$ cat config.mk
export PLATFORM = sky130hd
export DESIGN_NAME = emi2d_div
export DESIGN_NICKNAME = d
export VERILOG_FILES = /design/src/design/emi2d_pkg.sv /design/src/design/emi2d_div.sv
export SDC_FILE = /design/constraint.sdc
export NUM_CORES = 1
export LEC_CHECK = 0
export ABC_AREA = 1
export BUFFER_PORTS_ARGS = -buffer_cell sky130_fd_sc_hd__buf_2
export CAP_MARGIN = 30
export CORE_MARGIN = 4
export CORE_UTILIZATION = 30
export DETAILED_ROUTE_END_ITERATION = 7
export PLACE_DENSITY_LB_ADDON = 0.15
export SLEW_MARGIN = 20
export SYNTH_ARGS = -nofsm -noshare
export SYNTH_HDL_FRONTEND = slang
export SYNTH_SLANG_ARGS = --single-unit
$ cat constraint.sdc
create_clock -name clk -period 6.6 [get_ports clk]
set_input_delay 0.33 -clock clk [delete_from_list [all_inputs] [get_ports clk]]
set_output_delay 0.33 -clock clk [all_outputs]
set_load 0.03 [all_outputs]
$ cat src/design/emi2d_pkg.sv
// Shared types, constants and saturating helpers for the 2D Euler motion integrator.
// No dependencies; used by every module of the block.
package emi2d_pkg;

    // Register indexes on the configuration port
    localparam logic [2:0] REG_MASS      = 3'd0;
    localparam logic [2:0] REG_INIT_SPD  = 3'd1;
    localparam logic [2:0] REG_MAX_SPD   = 3'd2;
    localparam logic [2:0] REG_FRICTION  = 3'd3;
    localparam logic [2:0] REG_GRAV_EN   = 3'd4;
    localparam logic [2:0] REG_GRAV_X    = 3'd5;
    localparam logic [2:0] REG_GRAV_Y    = 3'd6;

    localparam logic [30:0] MASS_RESET   = 31'd65536;
    // 0.1 in Q16.16 is 6554; squared in Q32.32
    localparam logic [63:0] SLOW_SPEED_SQ = 64'd42954916;
    localparam logic [63:0] SQRT_BIT_INIT = 64'h4000_0000_0000_0000;

    typedef enum logic [4:0] {
        S_IDLE, S_DIV_AX, S_DIV_AY, S_DIV_FA, S_GRAV,
        S_SQ_VX, S_SQ_VY, S_NEAR, S_SQ_AX, S_SQ_AY, S_SUM_A, S_SQRT,
        S_MUL_XI, S_LAT_XI, S_DIV_VX, S_MUL_YI, S_LAT_YI, S_DIV_VY,
        S_DT_AX, S_DT_AY, S_ADD_VY, S_CLAMP, S_FRIC_M, S_FRIC,
        S_PX_M, S_PY_M, S_PY_ADD, S_DONE
    } emi2d_state_t;

    typedef struct packed {
        logic        start;
        logic [63:0] num;
        logic [31:0] den;
    } emi2d_div_req_t;

    typedef struct packed {
        logic        start;
        logic [63:0] rad;
    } emi2d_sqrt_req_t;

    typedef struct packed {
        logic        done;
        logic [63:0] result;
    } emi2d_unit_rsp_t;

    function automatic logic [31:0] mag32(input logic signed [31:0] v);
        logic [31:0] m;
        m = v[31] ? 32'(-v) : 32'(v);
        return m;
    endfunction

    // Sign a magnitude and saturate to the signed 32 bit range
    function automatic logic signed [31:0] sat_mag(input logic neg, input logic [63:0] m);
        logic signed [31:0] r;
        if (neg)
            r = (|m[63:31]) ? 32'sh8000_0000 : 32'(-$signed({1'b0, m[30:0]}));
        else
            r = (|m[63:31]) ? 32'sh7FFF_FFFF : $signed({1'b0, m[30:0]});
        return r;
    endfunction

    function automatic logic signed [31:0] sat_add(input logic signed [31:0] a,
                                                   input logic signed [31:0] b);
        logic signed [32:0] s;
        logic signed [31:0] r;
        s = 33'(a) + 33'(b);
        if (s[32] != s[31])
            r = s[32] ? 32'sh8000_0000 : 32'sh7FFF_FFFF;
        else
            r = s[31:0];
        return r;
    endfunction

endpackage

$ cat src/design/emi2d_div.sv
// Restoring divider, one quotient bit per cycle: 64 bit dividend by 32 bit divisor.
// Depends on emi2d_pkg for the request and response structs.
module emi2d_div
    import emi2d_pkg::*;
(
    input  logic            clk,
    input  logic            rst_n,
    input  emi2d_div_req_t  req,
    output emi2d_unit_rsp_t rsp
);

    logic        busy_reg, busy_next;
    logic        done_reg, done_next;
    logic [5:0]  cnt_reg, cnt_next;
    logic [31:0] rem_reg, rem_next;
    logic [63:0] num_reg, num_next;
    logic [63:0] quo_reg, quo_next;
    logic [31:0] den_reg, den_next;
    logic [32:0] shifted;
    logic [32:0] diff;

    always_comb
    begin
        busy_next = busy_reg;
        done_next = 1'b0;
        cnt_next  = cnt_reg;
        rem_next  = rem_reg;
        num_next  = num_reg;
        quo_next  = quo_reg;
        den_next  = den_reg;
        shifted   = {rem_reg, num_reg[63]};
        diff      = shifted - {1'b0, den_reg};
        if (req.start && !busy_reg)
        begin
            busy_next = 1'b1;
            cnt_next  = '0;
            rem_next  = '0;
            num_next  = req.num;
            quo_next  = '0;
            den_next  = req.den;
        end
        else if (busy_reg)
        begin
            num_next = {num_reg[62:0], 1'b0};
            if (!diff[32])
            begin
                rem_next = diff[31:0];
                quo_next = {quo_reg[62:0], 1'b1};
            end
            else
            begin
                rem_next = shifted[31:0];
                quo_next = {quo_reg[62:0], 1'b0};
            end
            cnt_next = cnt_reg + 6'd1;
            if (cnt_reg == 6'd63)
            begin
                busy_next = 1'b0;
                done_next = 1'b1;
            end
        end
    end

    always_ff @(posedge clk or negedge rst_n)
    begin
        if (!rst_n)
        begin
            busy_reg <= 1'b0;
            done_reg <= 1'b0;
            cnt_reg  <= '0;
        end
        else
        begin
            busy_reg <= busy_next;
            done_reg <= done_next;
            cnt_reg  <= cnt_next;
        end
    end

    always_ff @(posedge clk)
    begin
        rem_reg <= rem_next;
        num_reg <= num_next;
        quo_reg <= quo_next;
        den_reg <= den_next;
    end

    assign rsp.done   = done_reg;
    assign rsp.result = quo_reg;

endmodule

# --- After elaboration in Yosys (flattened, before gate mapping) ---
# Index checks and enable logic that the tools add are counted.
classes:
  shifts: 0
  muxes: 12
  n_eq_ne: 1
  n_lt_le_gt_ge: 0
  reduce_logical: 3
  bitwise_logic: 0
  n_addsub: 2
  div: 0
  n_mul: 0
ops:
  columns: ["operator", "n"]
  rows:
  - ["$mux 64", 2]
  - ["$sub 33x32->33", 1]
  - ["$mux 32", 1]
  - ["$mux 6", 2]
  - ["$mux 1", 7]
  - ["$add 6x1->6 const B", 1]
  - ["$eq 6x6->1 const B", 1]
  - ["$reduce_bool 2->1", 1]
  - ["$logic_and 1x1->1", 1]
  - ["$logic_not 1->1", 1]
totals:
  n_memories: 0
  input_bits: 99
  elab_cells: 25
  latch_bits: 0
  ff_bits: 200
  output_inout_bits: 65
  ram_bits: 0
  mem_bits_ro: 0

# --- Depth between registers and ports, before layout ---
depth:
  ltp_word: 4
  ltp_mapped: 19
  ltp_nobuf: 18

# --- Worst setup path after synthesis ---
# Ideal clock, no wire load.
synth_timing:
  kind: "register to register"
  from: "register busy_reg"
  to: "register num_reg[0] (enable)"
  arrival_ns: 2.556
  period_less_slack_ns: 3.010
  required_time_ns: 6.147
  n_path_buf: 1
  setup_ns: 0.453
  stages_incl_launch_ff: 4
  path_slack_ns: 3.590
  cell_sequence: "dfrtp_1 > nor2_1 > inv_2 > clkbuf_1"
synth_via:
  elab_chain_cells: 3
synth_rtl:
  columns: ["item", "line", "rtl"]
  rows:
  - ["start: declaration", "emi2d_div.sv:12", "logic busy_reg, busy_next;"]
  - ["start signal: assignment", "emi2d_div.sv:74", "busy_reg <= busy_next;"]
  - ["$logic_not 1->1", "emi2d_div.sv:33", "if (req.start && !busy_reg)"]
  - ["$logic_and 1x1->1", "emi2d_div.sv:33", null]
  - ["$reduce_bool 2->1 (no source line) *", null, null]
  - ["end signal: assignment", "emi2d_div.sv:83", "num_reg <= num_next;"]
  - ["end: declaration", "emi2d_div.sv:16", "logic [63:0] num_reg, num_next;"]
# Every way passes the cells marked *; elsewhere a longest branch is shown, timed or not.
# A chain may end at the register's enable or synchronous reset.

# --- Final worst setup path ---
layout_timing:
  from: "register busy_reg"
  to: "register num_reg[58] (enable)"
# The elaborated chain is that of the path after synthesis.

==> results.txt <==
Avg Cell Area, Syn = 7.55 µm²
# H-tree levels = 4
Clock Tree Buf Depth = 2
Grt peak-use layer = met2
R2R depth = 5
Skew final = 0.0244 ns
Worst-path clk slew = 0.08 ns
Int Pwr = 0.00335 W
Core footprint = 32,900 µm²
Peak supply drop = 0.289 mV
Switching pwr = 0.00261 W
Fmax = 385 MHz
Tot GR Track Use = 0.143
Post-DP Area = 11,400 µm²
Worst-Margin Slew = 0.822 ns
Lkg Pwr = 6.36 nW
Die area = 36,700 µm²
Combinational power share = 0.471
RSZ-0062 raised after global routing = false
Sequential Power Share = 0.353
Final period utilization = 0.394
Critical path capture point type = flip-flop
Nets@finish = 1,623
Routed Antenna Nets = 0
Sw frac = 0.438
Slew headroom = 0.451
Root buffer cell = clkbuf_16
Fin Setup TNS = 0 ns
Antenna diode count = 0
Total power = 0.00597 W
Critical path class = reg2reg
WP data required = 6.77 ns
Io pins = 164
Grt ovf = 0
Largest net degree at the start of global routing = 78
Number of distinct library cells after synthesis = 35
Setup violators final = 0
Num CTS Buffers = 17
Post-route insts no fill = 1,945
Cell area after synthesis = 10,100 µm²
Vias per cell = 4.27
Fill cell count = 3,634
GRT met2 Usage = 0.225
Crit path max fanout = 55
Post-CTS Setup Inserts = 0
Wire per inst = 13.1 µm
WHS Path Cells = 1
Status = complete, no violations
Share of cells above drive strength 1 = 0.152
Tmin final = 2.60 ns
Drt drc = 0
Synthesis-stage register bit count = 200
Seq/Total Area, Yosys = 0.495
Finished Cell Area = 12,000 µm²
Met1 Use GR = 0.183
WHS = 0.0489 ns
I/O Buffers = 163
Hpwl dp = 18,600 µm
Clk network pwr share = 0.175
Initial Util = 0.307
Drt total wl = 25,600 µm
Post-Syn Instances = 1,338
Met3 usage = 0.0533
Vias = 8,298
Die H = 192 µm
Max Cap Viol = 0
Row cnt = 66
Global-route wire length before repair = 41,900 µm
Skew-Pair Late Insertion Delay = 0.45 ns
Inst Count DP = 1,911
Final Slew Violations = 0
Startpoint Class = flip-flop
CTS tree = built
Syn_nets = 1,471
Synth warnings = 0
Power Density = 498 nW/µm²
Die width = 192 µm
Final hold vios = 0
CTS sink cnt = 200
Layout area overhead = 18.7%
Initial antenna violation count = 4
First-pass detailed-route iteration total = 5
Detailed Route Iter0 Violations = 444
RD Place Congestion = 0.830
Number of global-route vias before repair = 8,310
Worst path arrival time = 2.76 ns
Hold Crit Class = in2reg
## layout make-up
| cell class | count | area (µm²) | share of cell area |
|---|---|---|---|
| Clock inverter | 11 | 100 | 0.00835 |
| Inverter | 255 | 960 | 0.0800 |
| Clock buffer | 21 | 482 | 0.0402 |
| Timing Repair Buffer | 172 | 938 | 0.0783 |
| Multi-Input combinational cell | 844 | 3950 | 0.330 |
| Sequential cell | 200 | 5000 | 0.417 |
| Tap cell | 442 | 553 | 0.0461 |
## routing by layer
metal / part of all wire / routed length, µm
met3: 0.066 / 1690
met2: 0.45 / 11400
met1: 0.47 / 12100
met4: 0.013 / 320
met5: 0.0019 / 48
## final timing paths
check / start / slack (ns) / end
setup / recovery: busy_reg / 4.00 / num_reg[58]
min in group asynchronous: rst_n / 0.28 / cnt_reg[1]
setup reg to reg: busy_reg / 4.00 / num_reg[58]
max in group asynchronous: rst_n / 6.15 / busy_reg
hold / removal: req[27] / 0.05 / den_reg[27]
hold reg to reg: quo_reg[63] / 0.47 / quo_reg[63]
## kinds of logic (layout without fill, tap and decap cells)
family	count (synthesis)	count (layout)	share of synthesized area
simple gates	701	701	0.278
buf+inv	294	459	0.115
flops	200	200	0.495
compound gates	94	94	0.0560
fa+ha+maj	34	34	0.0428
xor+xnor	15	15	0.0130
## synthesized netlist by cell type
| master | n | area (µm²) |
|---|---|---|
| nand2_1 | 558 | 2090 |
| inv_1 | 253 | 950 |
| dfxtp_1 | 96 | 1920 |
| edfxtp_1 | 96 | 2880 |
| o22ai_1 | 62 | 388 |
| nand3_1 | 55 | 275 |
| nor2_1 | 52 | 195 |
| ha_1 | 33 | 413 |
| clkbuf_1 | 28 | 105 |
| a21oi_1 | 18 | 90.1 |
| nand2_2 | 15 | 93.8 |
| xnor2_1 | 13 | 114 |
| dfrtp_1 | 8 | 200 |
| o21ai_0 | 8 | 40.0 |
| nand4_1 | 7 | 43.8 |
| buf_6 | 4 | 45.0 |
| nand3b_1 | 4 | 30.0 |
| buf_2 | 3 | 15.0 |
| nor3_1 | 3 | 15.0 |
| a21o_1 | 2 | 15.0 |
| buf_1 | 2 | 7.51 |
| inv_2 | 2 | 7.51 |
| nand2_4 | 2 | 22.5 |
| o21bai_1 | 2 | 15.0 |
| xor2_1 | 2 | 17.5 |
| a21oi_2 | 1 | 8.76 |
| a22o_1 | 1 | 8.76 |
| buf_12 | 1 | 20.0 |
| buf_4 | 1 | 7.51 |
| fa_1 | 1 | 20.0 |
| nand3_2 | 1 | 10.0 |
| nor2_2 | 1 | 6.26 |
| nor2_4 | 1 | 11.3 |
| nor3b_1 | 1 | 7.51 |
| or2_1 | 1 | 6.26 |
## power by group through the flow
stage	Combinational [W]	Clock [W]	Sequential [W]
global placement	0.00282	0	0.00213
global route	0.00322	0.00114	0.00218
detailed placement	0.00284	0	0.00213
floorplan	0.00181	0	0.00247
CTS	0.00285	0.00109	0.00211
finish	0.00281	0.00105	0.00211
## critical path: stages (launching register included)
cell and delay, ns:
dfrtp_1 0.39, nor2_2 0.65, buf_4 0.41, inv_4 0.25, buf_4 0.31, buf_16 0.25
## per-stage QoR
stage | worst slack, ns | util
CTS | 3.92 | 0.364
finish | 4.00 | 0.365
global route | 3.68 | 0.365
floorplan | 3.59 | -
global placement | 3.92 | 0.344
detailed placement | 3.88 | 0.346
## cell usage in the layout (no fill, tap or decap), types with 8 or more instances in the layout
cell type	instances
inv_1	252
o21ai_0	8
o22ai_1	62
nand2_1	558
a21oi_1	18
nor2_1	50
xnor2_1	13
dfrtp_1	8
clkbuf_16	18
buf_2	163
nand3_1	55
ha_1	33
edfxtp_1	96
dfxtp_1	96
nand2_2	15
## what timing repair did
| action | in CTS | in global routing |
|---|---|---|
| resized for setup | 0 | 0 |
| endpoints found under the hold margin | 8 | 0 |
| hold buffers | 1 | 0 |
Power figures use the tool's default switching activity.
